$ cat config.mk
export PLATFORM = sky130hd
export DESIGN_NAME = shtr_queue
export DESIGN_NICKNAME = d
export VERILOG_FILES = /design/src/hw/rtl/shtr_pkg.sv /design/src/hw/rtl/shtr_queue.sv
export SDC_FILE = /design/constraint.sdc
export NUM_CORES = 1
export LEC_CHECK = 0
export BUFFER_PORTS_ARGS = -buffer_cell sky130_fd_sc_hd__buf_4
export CAP_MARGIN = 10
export CORE_ASPECT_RATIO = 0.75
export CORE_MARGIN = 10
export CORE_UTILIZATION = 45
export DETAILED_ROUTE_END_ITERATION = 6
export GPL_TIMING_DRIVEN = 1
export HOLD_SLACK_MARGIN = 0.03
export MAX_ROUTING_LAYER = met4
export PLACE_DENSITY = 0.78
export SKIP_LAST_GASP = 1
export SLEW_MARGIN = 20
export SYNTH_ARGS = -nofsm -noshare
export SYNTH_HDL_FRONTEND = slang
export SYNTH_SLANG_ARGS = --single-unit
$ cat constraint.sdc
create_clock -name clock -period 1.8 [get_ports clock]
set_clock_uncertainty 0.15 [all_clocks]
set_input_delay 0.09 -clock clock [delete_from_list [all_inputs] [get_ports clock]]
set_output_delay 0.09 -clock clock [all_outputs]
set_load 0.005 [all_outputs]
$ cat src/hw/rtl/shtr_pkg.sv
package shtr_pkg;

   // fixed field widths
   localparam int RATE_W    = 12;
   localparam int TIME_W    = 20;
   localparam int HEADING_W = 16;
   localparam int ANG_W     = 16;
   localparam int STEP_W    = 15;
   localparam int ERR_W     = 18;

   // angles in 1/128 degree
   localparam int FULL_TURN = 46080;
   localparam int HALF_TURN = 23040;

   // cordic angle accumulator in 2^-16 degree
   localparam int PRE_SCALE = 16;
   localparam int Z_W       = 26;
   localparam logic signed [Z_W-1:0] FINE_HALF_TURN = 26'sd11796480;
   localparam int ROUND_BIAS  = 256;
   localparam int ROUND_SHIFT = 9;

   // arctangent table, 2^-16 degree, rounded to nearest
   localparam int TABLE_LEN = 24;
   localparam int ATAN_W    = 22;
   localparam logic [ATAN_W-1:0] ATAN_FINE [TABLE_LEN] = '{
      22'd2949120, 22'd1740967, 22'd919879, 22'd466945, 22'd234379, 22'd117304,
      22'd58666,   22'd29335,   22'd14668,  22'd7334,   22'd3667,   22'd1833,
      22'd917,     22'd458,     22'd229,    22'd115,    22'd57,     22'd29,
      22'd14,      22'd7,       22'd4,      22'd2,      22'd1,      22'd0
   };

   // turn limit: step = floor(2 * rate * dt / 15625), saturating at a half turn
   localparam int PROD_W     = RATE_W + TIME_W;
   localparam int Q_W        = PROD_W + 1;
   localparam int QS_W       = 29;
   localparam int RECIP_W    = 30;
   localparam int MUL_W      = QS_W + RECIP_W;
   localparam int STEP_SHIFT = 43;
   localparam longint StepDiv = 15625;
   localparam logic [Q_W-1:0] STEP_SAT_LIMIT = Q_W'((HALF_TURN + 1) * StepDiv);
   localparam logic [RECIP_W-1:0] STEP_RECIP =
      RECIP_W'(((64'd1 << STEP_SHIFT) + StepDiv - 1) / StepDiv);

   // register reset values
   localparam int CENTRE_X_RESET  = 400;
   localparam int CENTRE_Y_RESET  = 300;
   localparam int TURN_RATE_RESET = 20;

   // register indexes
   localparam int CSR_IDX_W = 2;
   localparam logic [CSR_IDX_W-1:0] CSR_CENTRE_X  = 2'd0;
   localparam logic [CSR_IDX_W-1:0] CSR_CENTRE_Y  = 2'd1;
   localparam logic [CSR_IDX_W-1:0] CSR_TURN_RATE = 2'd2;

   // queue between front and back
   localparam int QUEUE_DEPTH = 4;
   localparam int QPTR_W      = 2;

   typedef struct packed {
      logic signed [ANG_W-1:0] bearing;
      logic [STEP_W-1:0]       step;
   } work_type;

endpackage

$ cat src/hw/rtl/shtr_queue.sv
module shtr_queue
   import shtr_pkg::*;
(
   input  logic     clock,
   input  logic     reset,
   input  logic     push,
   input  work_type push_data,
   output logic     push_ready,
   input  logic     pop,
   output logic     pop_valid,
   output work_type pop_data
);

   work_type            mem_ff [QUEUE_DEPTH];
   logic [QPTR_W-1:0]   wr_ff, rd_ff;
   logic [QPTR_W:0]     count_ff;

   assign push_ready = (count_ff != (QPTR_W + 1)'(QUEUE_DEPTH));
   assign pop_valid  = (count_ff != '0);
   assign pop_data   = mem_ff[rd_ff];

   // pointers and fill count
   always_ff @(posedge clock) begin
      if (reset) begin
         wr_ff    <= '0;
         rd_ff    <= '0;
         count_ff <= '0;
      end else begin
         if (push) begin
            wr_ff <= wr_ff + 1'b1;
         end
         if (pop) begin
            rd_ff <= rd_ff + 1'b1;
         end
         if (push && !pop) begin
            count_ff <= count_ff + 1'b1;
         end else if (pop && !push) begin
            count_ff <= count_ff - 1'b1;
         end
      end
   end

   // entry storage
   always_ff @(posedge clock) begin
      if (push) begin
         mem_ff[wr_ff] <= push_data;
      end
   end

endmodule

; ---- Word-level counts from Yosys, hierarchy flattened
; Memory sizes are Yosys's and may differ from the RTL's. A register that Yosys moved wholly into a read port is not among the register bits.
; Index checks and enable logic that the tools add are counted.
; Widths: inputs -> output; s select.
[totals]
in_bits = 35
mem_bits_rw = 124
register_bits = 7
elab_cells = 21
mem_count = 1
[classes]
add_sub_neg = 4
n_reduce_logical = 6
n_eq_ne = 1
n_mux = 6
[mem_list]
columns = memory, depth, width, rd, rd_clocked_by_memory_dff, write_ports, line
row1 = mem_ff, 4, 31, 1, 1, 1, shtr_queue.sv:14  ; work_type mem_ff [QUEUE_DEPTH];
[op_table]
columns = cell, n
row1 = $mux 3, 2
row2 = $add 2x1->2 const B, 2
row3 = $mux 2, 2
row4 = $add 3x1->3 const B, 1
row5 = $ne 3x3->1 const B, 1
row6 = $reduce_bool 3->1, 1
row7 = $sub 3x1->3 const B, 1
row8 = $logic_and 1x1->1, 2
row9 = $logic_not 1->1, 2
row10 = $mux 1, 2
row11 = $reduce_bool 2->1, 1

; ---- Longest topological paths before layout
[logic_depth]
word_depth = 4
ltp_mapped = 7
mapped_depth_nobuf = 7

; ---- Least setup slack after synthesis
; No wires, ideal clock.
[synth_path]
path_type = reg-to-reg
startpoint = register wr_ff[0]
endpoint = memory mem_ff[2][0] (netlist name) (enable)
arrival_time_ns = 1.309
stages_incl_launch_ff = 4
slack_ns = -0.050
path_cell_list = dfxtp_1 -> inv_1 -> ha_1 -> and2_1
[synth_lines]
columns = element, line
row1 = "start, declared", shtr_queue.sv:15  ; logic [QPTR_W-1:0] wr_ff, rd_ff;
row2 = "start signal, assigned", shtr_queue.sv:30  ; wr_ff <= wr_ff + 1'b1;
row3 = "end, declared", shtr_queue.sv:14
; Straight into the memory's write port.

==> impl_results.md <==
* Vias per cell at ~5
* CTS tree: done
* Hold Crit Class: input port to flip-flop
* Design area at around 0.0067 mm²
* Placed cell count at slightly above 400
* Avg WL per Cell at between 20 and 25 µm
* Std-Cell Core Area at around 0.010 mm²
* Pwr dens at ~1200 mW/mm²
* Setup WS post-layout at -0.159 ns
* Clk Latency, worst-skew pair at 0.41 ns
* Sum Neg Setup Slack at -3.52 ns
* Clk root buf: clkbuf_16
* Seq/Total Area, Yosys at 0.796
* DRC Markers at 0
* WP buf/inv at 2
* Vias in the first global route at 2733
* Worst path top cell family by delay: multiplexers
* Crit path DAT at around 1.7 ns
* Setup crit end: pop_data[3]
* Area grow syn2layout at 36.5%
* # H-tree levels at 4
* Initial core utilization at 0.469
* Synth unique cells at 19
* Final Hold Viols at 0
* Register area at between 0.003 and 0.004 mm²
* Sw Pwr at 0.00159 W
* Design internal power at 0.00624 W
* Pleak at between 2 and 2.5 nW
* DIE AREA at about 0.016 mm²
* Area of the multi-input gates at about 940 µm²
* Crit end category: output pin
* Fmax achieved at 510 MHz
* Final nets at roughly 370
* Violated checks: negative setup slack
* Yosys reg bits at around 130
* Gr usage total at 0.132
* Avg Inst Size Synth at between 20 and 25 µm²
* First-pass GRT wire length at around 15000 µm
* Final wirelength at around 9700 µm
* Worst R2R End: count_ff[2]$_SDFFE_PP0P_
* Width of the chip at approximately 140 µm
* Worst path cell trace: buf_12 > mux4_2 > buf_6
* Final cell count without fillers at about 480
* Crit Path Category: flip-flop to output pin
* Max-slew headroom at 0.675
* I/O Buffers at 67
* Final worst path period need at just under 2 ns
* Initial antenna violation count at 0
* Mapped Area at 0.00490 mm²
* Reg2reg setup slack at 0.16 ns
* Worst endpoint required time at approximately 1.6 ns
* Row count at 32
* Sequential share of power at 0.461
* Synthesized Nets at 247
* HPWL Detailed at about 5600 µm
* Antenna cells at 0
* Least-Margin Pin Slew at between 0.4 and 0.5 ns
* Power Total at between 0.007 and 0.008 W
* Die H at approximately 110 µm
* Layout cell share with drive strength beyond 1 at 0.405
* Critical path depth at 3
* Slowest cell on crit path: mux4_2
* Max-cap violations at 0
* GP Congestion at ~0.7
* Synth top area share at 0.759
* Worst R2R Path Depth at 4
* CP max FO at 8
* Ys Warns at 0
* Number of fill cells in the layout at about 690
* Status: complete, but fails checks
* Drt pass-1 iters at 4
* Clk slew on worst S/H paths at around 0.06 ns
* Clock tree buffer depth at 2
* Combinational power share at 0.117
* DRT antenna net count at 0
* Via count at between 2000 and 2500
* Final Max Tran Viols at 0
* Top cell type by total area after synthesis: edfxtp_1
* Synth top area cells: edfxtp_1 (76%), mux4_2 (14%), dfxtp_1 (3.7%)
* CP peak stage delay at 0.56 ns
* TritonCTS buffer count at 17
* Global route overflow at 0
* CTS sink count at ~130
* Reg2reg start: count_ff[0]$_SDFFE_PP0P_
* Clock network power share at 0.422
* Ports at between 60 and 70
* Worst hold path depth at 4
* Max VDD drop at approximately 1 mV
* Worst Setup Start Kind: flip-flop
* Switching Fraction at 0.203
* RSZ-0062 raised after global routing: true
* Largest net degree at the start of global routing at 32
* Setup-failing EPs final at 31
* Post-Syn Instances at 206
* Tcrit/Tclk final at 1.09
* Initial DRC Count at about 160
* Post-Place Cell Area at 0.00562 mm²
## worst register-to-register path, stage by stage (launching register included)
cell and delay [ns]:
dfxtp_1 0.35, fa_1 0.44, xor2_1 0.18, or3_1 0.31, a21oi_1 0.14
## synth_stat cells, drive strengths merged
cell type and n:
edfxtp 124, mux4 31, dfxtp 9, nor2 8, buf 6, ha 5
and2 4, inv 4, xor2 3, mux2i 2, nand2 2, or3 2
xnor2 2, a21oi 1, clkbuf 1, fa 1, o21ai 1
## metal layers
metal | wire length (µm) | track usage | vias to the layer above
met5 | 0 | - | -
met4 | 127 | 0.0512 | 0
met3 | 492 | 0.0491 | 12
met2 | 4730 | 0.200 | 64
met1 | 4320 | 0.157 | 1221
li1 | - | - | 1100
## power groups by stage
stage	Sequential [W]	Combinational, W	Clock, W
2_1_floorplan	0.00365	0.000375	0
3_3_place_gp	0.00366	0.000734	0
3_5_place_dp	0.00367	0.000757	0
4_1_cts	0.00361	0.000886	0.00337
5_1_grt	0.00362	0.000992	0.00351
6_report	0.00361	0.000917	0.00331
## flip-flops by register name (all words and copies together) (netlist names), named ones only
register and cells:
count_ff 3, rd_ff 2, wr_ff 2, mem_ff 124
## logic make-up after synthesis
kind of cell,after synthesis,share of synthesized area
adder cells (fa/ha/maj),6,0.0168
AO/OA/AOI/OAI,2,0.00204
XOR/XNOR,5,0.00893
flip-flops,133,0.796
buffers and inverters,11,0.0138
AND/OR/NAND/NOR,16,0.0153
multiplexers,33,0.147
## cell type report
| class | instances | share of cell area |
|---|---|---|
| Timing Repair Buffer | 110 | 0.163 |
| Tap cell | 136 | 0.0254 |
| Inverter | 4 | 0.00224 |
| Clock buffer | 20 | 0.0652 |
| Clock inverter | 12 | 0.0204 |
| Multi-Input combinational cell | 62 | 0.140 |
| Sequential cell | 133 | 0.584 |
## through the flow
stage	worst slack, ns	hold WS [ns]	utilization
finish	-0.159	0.0835	0.641
global route	-0.214	0.104	0.641
CTS	-0.165	0.0673	0.634
detailed placement	-0.0680	0.143	0.537
global placement	0.0305	0.141	0.537
floorplan	0.242	0.0389	-
## timing repair
| item | CTS | global route |
|---|---|---|
| resized for setup | 21 | 13 |
| endpoints found under the setup margin | 124 | 31 |
| gates cloned | 1 | 1 |
| hold buffers | 34 | 0 |
| hold endpoints to repair | 133 | 0 |
| setup buffers | 1 | 0 |
## placed cells by master, fill, tap and decap left out, types with 4 or more instances in the layout
cell and count:
buf_6 28, inv_1 4, dlygate4sd3_1 34, edfxtp_1 124
buf_4 43, mux4_2 31, clkinv_1 4, dfxtp_1 7
ha_1 5, nor2_1 8, clkbuf_16 18
## worst min path at each step
| stage | from | slack, ns | to |
|---|---|---|---|
| 2_1_floorplan | push_data[0] | 0.04 | mem_ff[0][0]$_DFFE_PP_ |
| 3_3_place_gp | push_data[13] | 0.14 | mem_ff[1][13]$_DFFE_PP_ |
| 3_5_place_dp | push_data[20] | 0.14 | mem_ff[2][20]$_DFFE_PP_ |
| 4_1_cts | push | 0.07 | count_ff[0]$_SDFFE_PP0P_ |
| 5_1_grt | push | 0.10 | count_ff[0]$_SDFFE_PP0P_ |
| 6_report | push | 0.08 | count_ff[0]$_SDFFE_PP0P_ |
Power figures use the tool's default switching activity.
