**src/hw/rtl/shtr_pkg.sv**
```systemverilog
package shtr_pkg;

   // fixed field widths
   localparam int RATE_W    = 12;
   localparam int TIME_W    = 20;
   localparam int HEADING_W = 16;
   localparam int ANG_W     = 16;
   localparam int STEP_W    = 15;
   localparam int ERR_W     = 18;

   // angles in 1/128 degree
   localparam int FULL_TURN = 46080;
   localparam int HALF_TURN = 23040;

   // cordic angle accumulator in 2^-16 degree
   localparam int PRE_SCALE = 16;
   localparam int Z_W       = 26;
   localparam logic signed [Z_W-1:0] FINE_HALF_TURN = 26'sd11796480;
   localparam int ROUND_BIAS  = 256;
   localparam int ROUND_SHIFT = 9;

   // arctangent table, 2^-16 degree, rounded to nearest
   localparam int TABLE_LEN = 24;
   localparam int ATAN_W    = 22;
   localparam logic [ATAN_W-1:0] ATAN_FINE [TABLE_LEN] = '{
      22'd2949120, 22'd1740967, 22'd919879, 22'd466945, 22'd234379, 22'd117304,
      22'd58666,   22'd29335,   22'd14668,  22'd7334,   22'd3667,   22'd1833,
      22'd917,     22'd458,     22'd229,    22'd115,    22'd57,     22'd29,
      22'd14,      22'd7,       22'd4,      22'd2,      22'd1,      22'd0
   };

   // turn limit: step = floor(2 * rate * dt / 15625), saturating at a half turn
   localparam int PROD_W     = RATE_W + TIME_W;
   localparam int Q_W        = PROD_W + 1;
   localparam int QS_W       = 29;
   localparam int RECIP_W    = 30;
   localparam int MUL_W      = QS_W + RECIP_W;
   localparam int STEP_SHIFT = 43;
   localparam longint StepDiv = 15625;
   localparam logic [Q_W-1:0] STEP_SAT_LIMIT = Q_W'((HALF_TURN + 1) * StepDiv);
   localparam logic [RECIP_W-1:0] STEP_RECIP =
      RECIP_W'(((64'd1 << STEP_SHIFT) + StepDiv - 1) / StepDiv);

   // register reset values
   localparam int CENTRE_X_RESET  = 400;
   localparam int CENTRE_Y_RESET  = 300;
   localparam int TURN_RATE_RESET = 20;

   // register indexes
   localparam int CSR_IDX_W = 2;
   localparam logic [CSR_IDX_W-1:0] CSR_CENTRE_X  = 2'd0;
   localparam logic [CSR_IDX_W-1:0] CSR_CENTRE_Y  = 2'd1;
   localparam logic [CSR_IDX_W-1:0] CSR_TURN_RATE = 2'd2;

   // queue between front and back
   localparam int QUEUE_DEPTH = 4;
   localparam int QPTR_W      = 2;

   typedef struct packed {
      logic signed [ANG_W-1:0] bearing;
      logic [STEP_W-1:0]       step;
   } work_type;

endpackage

```
**src/hw/rtl/shtr_rsp_if.sv**
```systemverilog
interface shtr_rsp_if
   import shtr_pkg::*;
();
   logic                 valid;
   logic                 ready;
   logic [HEADING_W-1:0] new_heading;

   modport source (output valid, output new_heading, input ready);
   modport sink (input valid, input new_heading, output ready);
endinterface

```
**src/hw/rtl/shtr_back.sv**
```systemverilog
module shtr_back
   import shtr_pkg::*;
(
   input  logic      clock,
   input  logic      reset,
   input  logic      q_valid,
   input  work_type  q_data,
   output logic      q_pop,
   shtr_rsp_if.source rsp
);

   logic                    rsp_valid_ff;
   logic [HEADING_W-1:0]    heading_ff, heading_in;
   logic                    take;
   logic signed [ERR_W-1:0] head_x, bear_x, step_x, err_raw, err_w, nh_raw, nh_w;

   // take the next item whenever the output register is free or emptying
   assign take  = q_valid && (!rsp_valid_ff || rsp.ready);
   assign q_pop = take;

   // wrap error, limit the turn, reduce into one turn
   always_comb begin
      head_x  = ERR_W'(heading_ff);
      bear_x  = ERR_W'(q_data.bearing);
      step_x  = ERR_W'(q_data.step);
      err_raw = bear_x - head_x;
      if (err_raw > HALF_TURN) begin
         err_w = err_raw - ERR_W'(FULL_TURN);
      end else if (err_raw < -HALF_TURN) begin
         err_w = err_raw + ERR_W'(FULL_TURN);
      end else begin
         err_w = err_raw;
      end
      if (err_w > step_x) begin
         nh_raw = head_x + step_x;
      end else if (err_w < -step_x) begin
         nh_raw = head_x - step_x;
      end else begin
         nh_raw = head_x + err_w;
      end
      if (nh_raw < 0) begin
         nh_w = nh_raw + ERR_W'(FULL_TURN);
      end else if (nh_raw >= FULL_TURN) begin
         nh_w = nh_raw - ERR_W'(FULL_TURN);
      end else begin
         nh_w = nh_raw;
      end
      heading_in = nh_w[HEADING_W-1:0];
   end

   // heading state doubles as the output register
   always_ff @(posedge clock) begin
      if (reset) begin
         heading_ff   <= '0;
         rsp_valid_ff <= 1'b0;
      end else if (take) begin
         heading_ff   <= heading_in;
         rsp_valid_ff <= 1'b1;
      end else if (rsp.ready) begin
         rsp_valid_ff <= 1'b0;
      end
   end

   assign rsp.valid       = rsp_valid_ff;
   assign rsp.new_heading = heading_ff;

endmodule

```
**src/flat_wrapper.sv**
```systemverilog
// flat-port wrapper written by rule: the top's interface ports become plain ports
module shtr_back_flat import shtr_pkg::*;
  (clock, reset, q_valid, q_data, q_pop, rsp_valid, rsp_new_heading, rsp_ready);
  shtr_rsp_if rsp_i ();
  input  logic clock;
  input  logic reset;
  input  logic q_valid;
  input  work_type q_data;
  output logic q_pop;
  output wire logic [$bits(rsp_i.valid)-1:0] rsp_valid;
  output wire logic [$bits(rsp_i.new_heading)-1:0] rsp_new_heading;
  input wire logic [$bits(rsp_i.ready)-1:0] rsp_ready;
  assign rsp_valid = rsp_i.valid;
  assign rsp_new_heading = rsp_i.new_heading;
  assign rsp_i.ready = rsp_ready;
  shtr_back u_core (.clock(clock), .reset(reset), .q_valid(q_valid), .q_data(q_data), .q_pop(q_pop), .rsp(rsp_i));
endmodule
```
**config.mk**
```make
export PLATFORM = sky130hd
export DESIGN_NAME = shtr_back_flat
export DESIGN_NICKNAME = d
export VERILOG_FILES = /design/src/hw/rtl/shtr_pkg.sv /design/src/hw/rtl/shtr_rsp_if.sv /design/src/hw/rtl/shtr_back.sv /design/src/flat_wrapper.sv
export SDC_FILE = /design/constraint.sdc
export NUM_CORES = 1
export LEC_CHECK = 0
export ABC_AREA = 1
export BUFFER_PORTS_ARGS = -buffer_cell sky130_fd_sc_hd__clkbuf_2
export CAP_MARGIN = 20
export CORE_ASPECT_RATIO = 1.2
export CORE_MARGIN = 2
export CORE_UTILIZATION = 25
export DETAILED_ROUTE_END_ITERATION = 6
export PLACE_DENSITY = 0.42
export RECOVER_POWER = 100
export REMOVE_ABC_BUFFERS = 1
export SLEW_MARGIN = 15
export SYNTH_ARGS = -nofsm -noshare
export SYNTH_HDL_FRONTEND = slang
export SYNTH_SLANG_ARGS = --single-unit
```
**constraint.sdc**
```tcl
create_clock -name clock -period 8.3 [get_ports clock]
set_input_delay 1.66 -clock clock [delete_from_list [all_inputs] [get_ports clock]]
set_output_delay 1.66 -clock clock [all_outputs]
set_load 0.05 [all_outputs]
```
Yosys cells after proc, flatten, opt, wreduce, memory -nomap -nowiden --
Index checks and enable logic that the tools add are counted.
Operators by class: $lt $le $gt $ge 6, reductions and logical operators 4, muxes and demuxes 8, add/subtract/negate cells 9
Operator list (count):
- 2-to-1 mux 18 bit | 4
- 2-to-1 mux 16 bit | 2
- adder 17 x 18 -> 18 bit | 1
- adder 18 x 17 -> 18 bit, second input constant | 1
- greater-or-equal comparator 18 x 17 -> 1 bit, second input constant | 1
- greater-than comparator 18 x 16 -> 1 bit | 1
- greater-than comparator 18 x 16 -> 1 bit, second input constant | 1
- less-than comparator 18 x 1 -> 1 bit, second input constant | 1
- less-than comparator 18 x 16 -> 1 bit, second input constant | 1
- less-than comparator 18 bit | 1
- negator 15 -> 18 bit | 1
- subtractor 16 x 17 -> 18 bit | 1
- subtractor 18 x 17 -> 18 bit, second input constant | 1
- adder 16 x 15 -> 17 bit | 1
- subtractor 16 x 15 -> 17 bit | 1
- adder 16 bit, second input constant | 1
- subtractor 16 bit, second input constant | 1
- 2-to-1 mux 1 bit | 2
- nonzero test 2 bit | 1
- logical AND 1 bit | 1
- logical NOT 1 bit | 1
- logical OR 1 bit | 1
Word-level totals: register bits 17, bits of input ports 35

Depth between registers and ports, before layout --
Gate-level depths: netlist of run 1.
depth in word-level cells 10, gate-level depth with buffers 53, depth with buffers taken out 52

Worst setup path after synthesis of run 1 --
OpenSTA, ideal clock, no wires.
path kind input to register, from input port q_data[15] (netlist bit), to register u_core.heading_ff[14], in the netlist u_core.rsp.new_heading[14], buffers on the path 1, library setup time 0.109 ns, stages on the path 52, setup slack 1.787 ns, data arrival time 6.404 ns, path through inv_1 ha_1 inv_1 fa_1 nand2_1 nand2_1 nand3b_1 nand2_1 nand2_1 nand2_1 nand2_1 nand2_1 ha_1 nand3_1 nand3_1 nand2_1 nand2_1 nand3_2 [16 not listed] nand2_1 nand2_2 nand2_4 inv_1 ha_1 inv_1 nor2_1 nand2_1 nor2_1 nand2_1 nand2_1 nand2_2 nand2_4 nand3_1 nand2_1 nand3_1 nand2_1 inv_1
On the way: cells in the longest elaborated chain, start to end 10, elaborated cells between the ends (all ways) 18, classes of those cells add/sub: 6; order compare: 6; mux: 6
Ends and longest elaborated chain:
- start: declaration | RTL line flat_wrapper.sv:8 | input work_type q_data;
- subtractor 16 x 17 -> 18 bit (*) | RTL line shtr_back.sv:26 | err_raw = bear_x - head_x;
- adder 18 x 17 -> 18 bit or less-than comparator 18 x 16 -> 1 bit (tied branches) | RTL line shtr_back.sv:30, shtr_back.sv:29
- 2-to-1 mux 18 bit | RTL line shtr_back.sv:29 | end else if (err_raw < -HALF_TURN) begin
- 2-to-1 mux 18 bit (*) | RTL line shtr_back.sv:27 | if (err_raw > HALF_TURN) begin
- adder 17 x 18 -> 18 bit or less-than comparator 18 bit (tied branches) | RTL line shtr_back.sv:39, shtr_back.sv:36
- 2-to-1 mux 18 bit | RTL line shtr_back.sv:36 | end else if (err_w < -step_x) begin
- 2-to-1 mux 18 bit (*) | RTL line shtr_back.sv:34 | if (err_w > step_x) begin
- subtractor 16 bit or greater-or-equal comparator 18 x 17 -> 1 bit (tied branches) | RTL line shtr_back.sv:44, shtr_back.sv:43
- 2-to-1 mux 16 bit | RTL line shtr_back.sv:43 | end else if (nh_raw >= FULL_TURN) begin
- 2-to-1 mux 16 bit (*) | RTL line shtr_back.sv:41 | if (nh_raw < 0) begin
- end signal: assignment | RTL line shtr_back.sv:57 | heading_ff <= heading_in;
- end: declaration | RTL line shtr_back.sv:13 | logic [HEADING_W-1:0] heading_ff, heading_in;
Mark *: on every way between the ends. The rest lies on a longest branch, timed or not. A chain may end at the register's enable or synchronous reset.

Worst setup path after layout of run 1 --
Same ends and word-level chain as after synthesis.

==> results of run 1 <==
==> flip-flops by register name, summed over array words and instances, names as in the netlist <==
| name | flops |
|---|---|
| u_core.rsp.valid | 1 |
| u_core.rsp.new_heading | 16 |
==> layer usage <==
metal | global-route usage (%) | up-vias | share of wire [%] | wire length, µm
met5 | 0 | - | 0 | 0
met2 | 30.8 | 112 | 49 | 10900
met1 | 21.3 | 3042 | 45 | 10100
li1 | - | 3610 | - | -
met4 | 5.32 | 0 | 3.0 | 668
met3 | 0.742 | 37 | 2.4 | 542
==> through the flow <==
| step | instance area [µm²] | hold WS [ns] | setup WS [ns] | cells | util [%] |
|---|---|---|---|---|---|
| finish | 6970 | 0.483 | 0.996 | 1468 | 28.1 |
| global placement | 6920 | 0.478 | 0.905 | 1464 | 27.9 |
| floorplan | 6250 | 0.707 | 1.80 | 1086 | - |
| CTS | 7000 | 0.489 | 1.08 | 1468 | 28.2 |
| detailed placement | 6920 | 0.481 | 0.820 | 1464 | 27.9 |
| global route | 6970 | 0.503 | 0.195 | 1468 | 28.1 |
==> tightest hold or removal path, cell delays in order (launching register included) <==
cell and delay (ns):
sky130_fd_sc_hd__dfxtp_1 0.31, sky130_fd_sc_hd__nand2_1 0.07, sky130_fd_sc_hd__a21oi_1 0.06
==> placed cells by master (no fill, tap or decap), types with 8 or more instances in the layout <==
| cell | n |
|---|---|
| sky130_fd_sc_hd__inv_1 | 174 |
| sky130_fd_sc_hd__ha_1 | 99 |
| sky130_fd_sc_hd__nor3_1 | 14 |
| sky130_fd_sc_hd__nand3_1 | 74 |
| sky130_fd_sc_hd__dfxtp_1 | 17 |
| sky130_fd_sc_hd__nand3b_1 | 8 |
| sky130_fd_sc_hd__nor2_1 | 72 |
| sky130_fd_sc_hd__nand2_2 | 24 |
| sky130_fd_sc_hd__clkbuf_1 | 20 |
| sky130_fd_sc_hd__o21ai_0 | 44 |
| sky130_fd_sc_hd__a21oi_1 | 86 |
| sky130_fd_sc_hd__inv_2 | 9 |
| sky130_fd_sc_hd__nand2_1 | 325 |
| sky130_fd_sc_hd__clkbuf_2 | 34 |
| sky130_fd_sc_hd__xor2_1 | 47 |
| sky130_fd_sc_hd__nand4_1 | 11 |
==> kinds of logic after synthesis <==
family	count (synthesis)	synth area share, %
buffers and inverters	202	12.6
AOI/OAI and AO/OA	164	14.4
xor gates and xnor gates	53	7.32
muxes	1	0.158
and+or+nand+nor	560	39.4
adders and majority gates	103	20.8
DFF	17	5.37
==> layout make-up <==
class                           count  area, µm²
Clock buffer                        4       78.8
Sequential cell                    17        340
Multi-Input combinational cell    881       5190
Inverter                          188        707
Fill cell                        2930      17900
Tap cell                          325        407
Timing Repair Buffer               53        241
==> path summary, 6_finish.rpt <==
path / slack [ns] / end / startpoint / cells after the start
worst max-delay path: 1.0 / u_core.rsp.new_heading[14] / q_data[15] / 48
worst min-delay path: 0.48 / u_core.rsp.valid / u_core.rsp.valid / 2
worst max register to register: 1.90 / u_core.rsp.new_heading[14] / u_core.rsp.new_heading[1] / 45
worst min register to register: 0.48 / u_core.rsp.valid / u_core.rsp.valid / 2
==> flow_summary.ini, run 1 <==
[outcome]
run_status = completed

[worst_setup_path]
critical_path_peak_fanout = 13
crit_buf_inv = 9
slowest_stage_cell_on_the_critical_path = sky130_fd_sc_hd__fa_1
crit_family = simple AND/OR/NAND/NOR gates
worst_path_largest_cell_delay_ns = 0.42
startpoint_type = primary input
criticalPathCategory = in -> reg
worstSetupEndpointType = register
cp_data_arrival_time_ns = 7.46
cp.required_ns = 8.46
library_cell_appearing_most_often_on_the_critical_path = sky130_fd_sc_hd__nand2_1

[synthesis]
synth_enable_flop_cells = 0
synth.lib_cells_used.distinct = 47
syn-instance-count = 1100
postSynth.asyncResetShare_pct = 0
synth_top_area_share_pct = 19.5
post_synth_instance_area_um2 = 6340
synth.area.top_cells = sky130_fd_sc_hd__ha_1 20%, sky130_fd_sc_hd__nand2_1 19%, sky130_fd_sc_hd__inv_1 10%
ys.warnings.count = 0
yosys.cell_count.top_type = sky130_fd_sc_hd__nand2_1
synth_area_leader_cell = sky130_fd_sc_hd__ha_1
leading_register_cell_type_out_of_synthesis = sky130_fd_sc_hd__dfxtp_1
ys_seq_area_share_pct = 5.37
synth.ff_latch_count = 17
avgSynthCellArea_um2 = 5.76
ys_top_cells_by_count = 324 x sky130_fd_sc_hd__nand2_1, 174 x sky130_fd_sc_hd__inv_1, 99 x sky130_fd_sc_hd__ha_1

[route]
post-route-drc-count = 0
final_antenna_net_count = 0
drt_pass1_iterations = 5
finalWirelength_mm = 22.2
dr_total_vias = 6801
vias_per_cell = 4.63
drt_first_iter_violations = 281
wire_per_inst_um = 15.1

[clocking]
post_cts_resized = 0
holdBufCountCts = 0
maximum_root_to_sink_buffer_count = 2
clock_latency_ns = 0.27
clkTransAtPathRegs_ns = 0.06
cts_htree_levels = 1
number_of_buffers_created_by_cts = 3
cts_tree = yes
cts_setup_buffers = 0
clock_tree.root_cell = sky130_fd_sc_hd__clkbuf_16
clock_sinks = 17

[global_routing]
grt_antenna_before_repair = 0
track_usage_pct = 16.9
grt_pass1_wl_mm = 35.3
first_global_vias = 6804
maximum_number_of_pins_on_one_net_before_global_route_repair = 28
grt-ovfl-total = 0

[floorplanning]
core_um2 = 24800
initial_cell_density_of_the_core_pct = 25.5
die-area_um2 = 26700
floorplan.die.width_um = 149
number_of_top_level_design_ports = 53
chipHeight_um = 178
num_rows = 63

[timing]
finalSetupViolations = 0
layout_worst_path_cycle_share_pct = 88.0
worst_clock_skew_ns = 0.00729
timing_worst_slew_pin_value_ns = 1.33
maxSlewHeadroom_pct = 11.3
finalCriticalPeriod_ns = 7.30
timing_hold_violations_final = 0
setup_total_negative_slack_ns = 0
unrepaired_setup_endpoints_after_global_routing = false
max_freq_ghz = 0.137
final_max_slew_viols = 0

[place]
place_congestion = 0.844
hpwl_mm = 19.4
port_buffers = 52

[cells_and_area]
final_layout_size_suffix_gt1_share_pct = 8.75
final_net_count = 1282
area_delta_synth_final_pct = 9.91
diodes_inserted = 0

[hold_path]
timing.hold.worst.class = reg -> reg

[flow_run]
max_cap_viol_count = 0
Power of run 1 is left out: the tool's default activity adds up to more than one toggle a clock period on the data nets, which glitch-free logic cannot reach.
==> run 2, diff against run 1 <==
Settings changed: CELL_PAD_IN_SITES_DETAIL_PLACEMENT from default to 1, CELL_PAD_IN_SITES_GLOBAL_PLACEMENT from default to 2, PLACE_DENSITY 0.42 to 0.68.
==> run 2 against run 1 <==
Effect of this change:
- via count is 0.88% higher
- utilization about the same
- maximum frequency up 0.32%
- count of clock-buffer cells in the layout fell by 1
- setup slack improved by 0.023 ns
- final cell count stayed put
- cell area is 0.16% lower
- wire length grew 8.2%
- flip-flop and latch count is the same
- critical path depth grew 4
- critical endpoint unchanged
==> flow_summary.ini, run 2 (synthesis gave the netlist of run 1 again) <==
[global_routing]
track_usage_pct = 18.3
gr-max-usage-layer = met2
grt_antenna_before_repair = 0
gr-usage-met2_pct = 34.2
maximum_number_of_pins_on_one_net_before_global_route_repair = 28
grt_use_met1_pct = 23.5
grt-ovfl-total = 0
met3_usage_pct = 0.691
grt_pass1_wl_mm = 38.0
first_global_vias = 7087

[clocking]
holdBufCountCts = 0
number_of_buffers_created_by_cts = 3
cts_tree = yes
cts_setup_buffers = 0
clkTransAtPathRegs_ns = 0.06
clock_sinks = 17
clock_latency_ns = 0.27
cts_htree_levels = 1
maximum_root_to_sink_buffer_count = 2
post_cts_resized = 0
clock_tree.root_cell = sky130_fd_sc_hd__clkbuf_16

[worst_setup_path]
startpoint_type = primary input
cp_data_arrival_time_ns = 7.44
worst_path_largest_cell_delay_ns = 0.42
criticalPathCategory = in -> reg
cp.required_ns = 8.46
library_cell_appearing_most_often_on_the_critical_path = sky130_fd_sc_hd__nand2_1
slowest_stage_cell_on_the_critical_path = sky130_fd_sc_hd__fa_1
critical_path_peak_fanout = 17
worstSetupEndpointType = register

[cells_and_area]
largest_reg_flops = 16
most-common-layout-cells = 329 x sky130_fd_sc_hd__nand2_1, 174 x sky130_fd_sc_hd__inv_1, 99 x sky130_fd_sc_hd__ha_1
layout_commonest_cell = sky130_fd_sc_hd__nand2_1
final_layout_size_suffix_gt1_share_pct = 8.49
final_net_count = 1282
diodes_inserted = 0
area_delta_synth_final_pct = 9.73
fin_area_um2 = 6960

[timing]
worst_clock_skew_ns = 0.00870
whs_ns = 0.501
setup_total_negative_slack_ns = 0
maxSlewHeadroom_pct = 10.3
unrepaired_setup_endpoints_after_global_routing = false
finalCriticalPeriod_ns = 7.28
final_max_slew_viols = 0
timing_worst_slew_pin_value_ns = 1.34
timing_hold_violations_final = 0
finalSetupViolations = 0
layout_worst_path_cycle_share_pct = 87.7
max_freq_ghz = 0.137

[place]
hpwl_mm = 20.9
post_dp_cell_area_um2 = 6920
place_congestion = 0.829
port_buffers = 52

[route]
wire_per_inst_um = 16.3
post-route-drc-count = 0
finalWirelength_mm = 24.0
final_antenna_net_count = 0
dr_total_vias = 6861
drt_pass1_iterations = 4
vias_per_cell = 4.67
drt_first_iter_violations = 151

[floorplanning]
die-area_um2 = 26700
core_um2 = 24800
num_rows = 63
chipHeight_um = 178
initial_cell_density_of_the_core_pct = 25.5
floorplan.die.width_um = 149
number_of_top_level_design_ports = 53

[flow_run]
max_cap_viol_count = 0

[hold_path]
timing.hold.worst.class = reg -> reg

[outcome]
run_status = completed
==> run 2: worst paths after layout <==
kind,start,endpoint,slack [ns],cells after the start
setup / recovery,q_data[15],u_core.rsp.new_heading[14],1.02,52
hold / removal,u_core.rsp.valid,u_core.rsp.valid,0.50,2
setup reg to reg,u_core.rsp.new_heading[1],u_core.rsp.new_heading[14],1.92,49
hold reg to reg,u_core.rsp.valid,u_core.rsp.valid,0.50,2
==> run 2: stage by stage <==
step | util (%) | setup slack [ns] | instances
5_1_grt | 28.0 | 0.110 | 1468
3_5_place_dp | 27.9 | 0.745 | 1464
2_1_floorplan | - | 1.80 | 1086
4_1_cts | 28.2 | 0.989 | 1468
3_3_place_gp | 27.9 | 0.870 | 1464
6_report | 28.0 | 1.02 | 1468
==> run 2: final cells by class <==
cell class | instances | area [µm²]
Multi-Input combinational cell | 881 | 5180
Timing Repair Buffer | 53 | 241
Clock buffer | 3 | 75.1
Inverter | 188 | 707
Clock inverter | 1 | 5.00
Sequential cell | 17 | 340
Tap cell | 325 | 407
Fill cell | 3310 | 17900
==> run 2: metal layers <==
layer	wire length (µm)	vias to the layer above	part of all wire, %
li1	-	3604	-
met2	11900	72	50
met3	362	18	1.5
met5	0	-	0
met4	282	0	1.2
met1	11400	3167	48
==> run 2: critical path: cells and delay by family <==
family / cells / cell delay [ns]
simple gates: 34 / 3.07
fa+ha+maj: 5 / 1.27
compound gates: 5 / 0.65
buf+inv: 7 / 0.49
mux: 1 / 0.29
Power of run 2 is left out for the same reason.
==> run 3, diff against run 2 <==
Settings changed: HOLD_SLACK_MARGIN from default to 0.03, MAX_ROUTING_LAYER from default to met4.
==> run 3 against run 2 <==
Effect of this change:
- worst hold slack about the same
- critical path depth unchanged
- setup slack worse by 0.0057 ns
- first-iteration DRC count down 15%
- register-to-register slack about the same
- clock skew up 0.0011 ns
- maximum frequency about the same
- flip-flop and latch count unchanged
- die area unchanged
- critical endpoint unchanged
- highest routed layer unchanged
==> flow_summary.ini, run 3 (synthesis gave the netlist of run 1 again) <==
[global_routing]
maximum_number_of_pins_on_one_net_before_global_route_repair = 28
first_global_vias = 7089
track_usage_pct = 18.8
grt_antenna_before_repair = 0
grt-ovfl-total = 0
grt_pass1_wl_mm = 38.0

[timing]
max_freq_ghz = 0.137
setup_total_negative_slack_ns = 0
whs_ns = 0.501
final_max_slew_viols = 0
fin_ws_ns = 1.01
layout_worst_path_cycle_share_pct = 87.8
finalSetupViolations = 0
unrepaired_setup_endpoints_after_global_routing = false
timing_hold_violations_final = 0
worst_clock_skew_ns = 0.00979
maxSlewHeadroom_pct = 9.38
finalCriticalPeriod_ns = 7.29
timing_worst_slew_pin_value_ns = 1.36

[floorplanning]
number_of_top_level_design_ports = 53
num_rows = 63
initial_cell_density_of_the_core_pct = 25.5
die-area_um2 = 26700
core_um2 = 24800
chipHeight_um = 178
floorplan.die.width_um = 149

[cells_and_area]
final_net_count = 1282
area_delta_synth_final_pct = 9.73
largest_reg_flops = 16
layout_commonest_cell = sky130_fd_sc_hd__nand2_1
final_layout_size_suffix_gt1_share_pct = 8.49
most-common-layout-cells = 329 x sky130_fd_sc_hd__nand2_1, 174 x sky130_fd_sc_hd__inv_1, 99 x sky130_fd_sc_hd__ha_1
fin_cells = 1468
diodes_inserted = 0

[worst_setup_path]
startpoint_type = primary input
critical_path_peak_fanout = 17
library_cell_appearing_most_often_on_the_critical_path = sky130_fd_sc_hd__nand2_1
crit-reg2reg-capture = u_core.rsp.new_heading[14]
criticalPathCategory = in -> reg
cp_data_arrival_time_ns = 7.45
cp.required_ns = 8.46
worst_path_largest_cell_delay_ns = 0.42
reg2reg_depth = 49
worstReg2RegStart = u_core.rsp.new_heading[1]
r2r_slack_ns = 1.92
slowest_stage_cell_on_the_critical_path = sky130_fd_sc_hd__fa_1
worstSetupEndpointType = register

[route]
met2_length_mm = 11.9
drt_pass1_iterations = 4
highest_layer = met4
drt_first_iter_violations = 129
final_antenna_net_count = 0
post-route-drc-count = 0
wire_per_inst_um = 16.3
detailroute.wirelength.met3_um = 367
finalWirelength_mm = 24.0
vias_per_cell = 4.67
dr_total_vias = 6861
drt-met1-wl_mm = 11.4

[outcome]
run_status = completed

[place]
port_buffers = 52
post-place-cells = 1464
post-place-ws_ns = 0.745
place_congestion = 0.842
hpwl_mm = 20.9

[clocking]
post_cts_resized = 0
clock_latency_ns = 0.27
clkTransAtPathRegs_ns = 0.07
clock_sinks = 17
holdBufCountCts = 0
cts_setup_buffers = 0
cts_tree = yes
maximum_root_to_sink_buffer_count = 2
number_of_buffers_created_by_cts = 3
clock_tree.root_cell = sky130_fd_sc_hd__clkbuf_16
cts_htree_levels = 1

[flow_run]
max_cap_viol_count = 0

[hold_path]
hold_path.startpoint = u_core.rsp.valid
min_to = u_core.rsp.valid
timing.hold.worst.class = reg -> reg
min_path_cells = 2
## run 3: cell type report
cell class / instances / area, µm²
well taps: 325 / 407
multi-input cells: 881 / 5180
inverters: 188 / 707
clock inverters: 1 / 5.00
fillers: 3310 / 17900
repair buffers: 53 / 241
flip-flops and latches: 17 / 340
clock buffers: 3 / 75.1
## run 3: how the worst max path moves through the flow
stage,startpoint,end,depth (start not counted)
floorplan,q_data[15],u_core.rsp.new_heading[14],47
global placement,q_data[15],u_core.rsp.new_heading[10],46
detailed placement,q_data[15],u_core.rsp.new_heading[10],46
CTS,q_data[15],u_core.rsp.new_heading[10],46
global route,q_data[15],u_core.rsp.new_heading[14],47
finish,q_data[15],u_core.rsp.new_heading[14],52
## run 3: through the flow
| stage | cell area [µm²] | utilization [%] |
|---|---|---|
| after floorplan | 6250 | - |
| after global routing | 6960 | 28.0 |
| after global placement | 6920 | 27.9 |
| final | 6960 | 28.0 |
| after detailed placement | 6920 | 27.9 |
| after CTS | 7000 | 28.2 |
## run 3: metal layers
| metal | global-route usage (%) | vias up |
|---|---|---|
| met4 | 3.13 | 0 |
| met3 | 0.639 | 18 |
| met5 | - | - |
| met1 | 23.5 | 3172 |
| met2 | 34.3 | 66 |
| li1 | - | 3605 |
## run 3: critical path, delay by kind of cell
family	cells	cell delay [ns]
buffers and inverters	7	0.49
and+or+nand+nor	34	3.09
muxes	1	0.29
adders and majority gates	5	1.27
AOI/OAI and AO/OA	5	0.65
Power of run 3 is left out for the same reason.
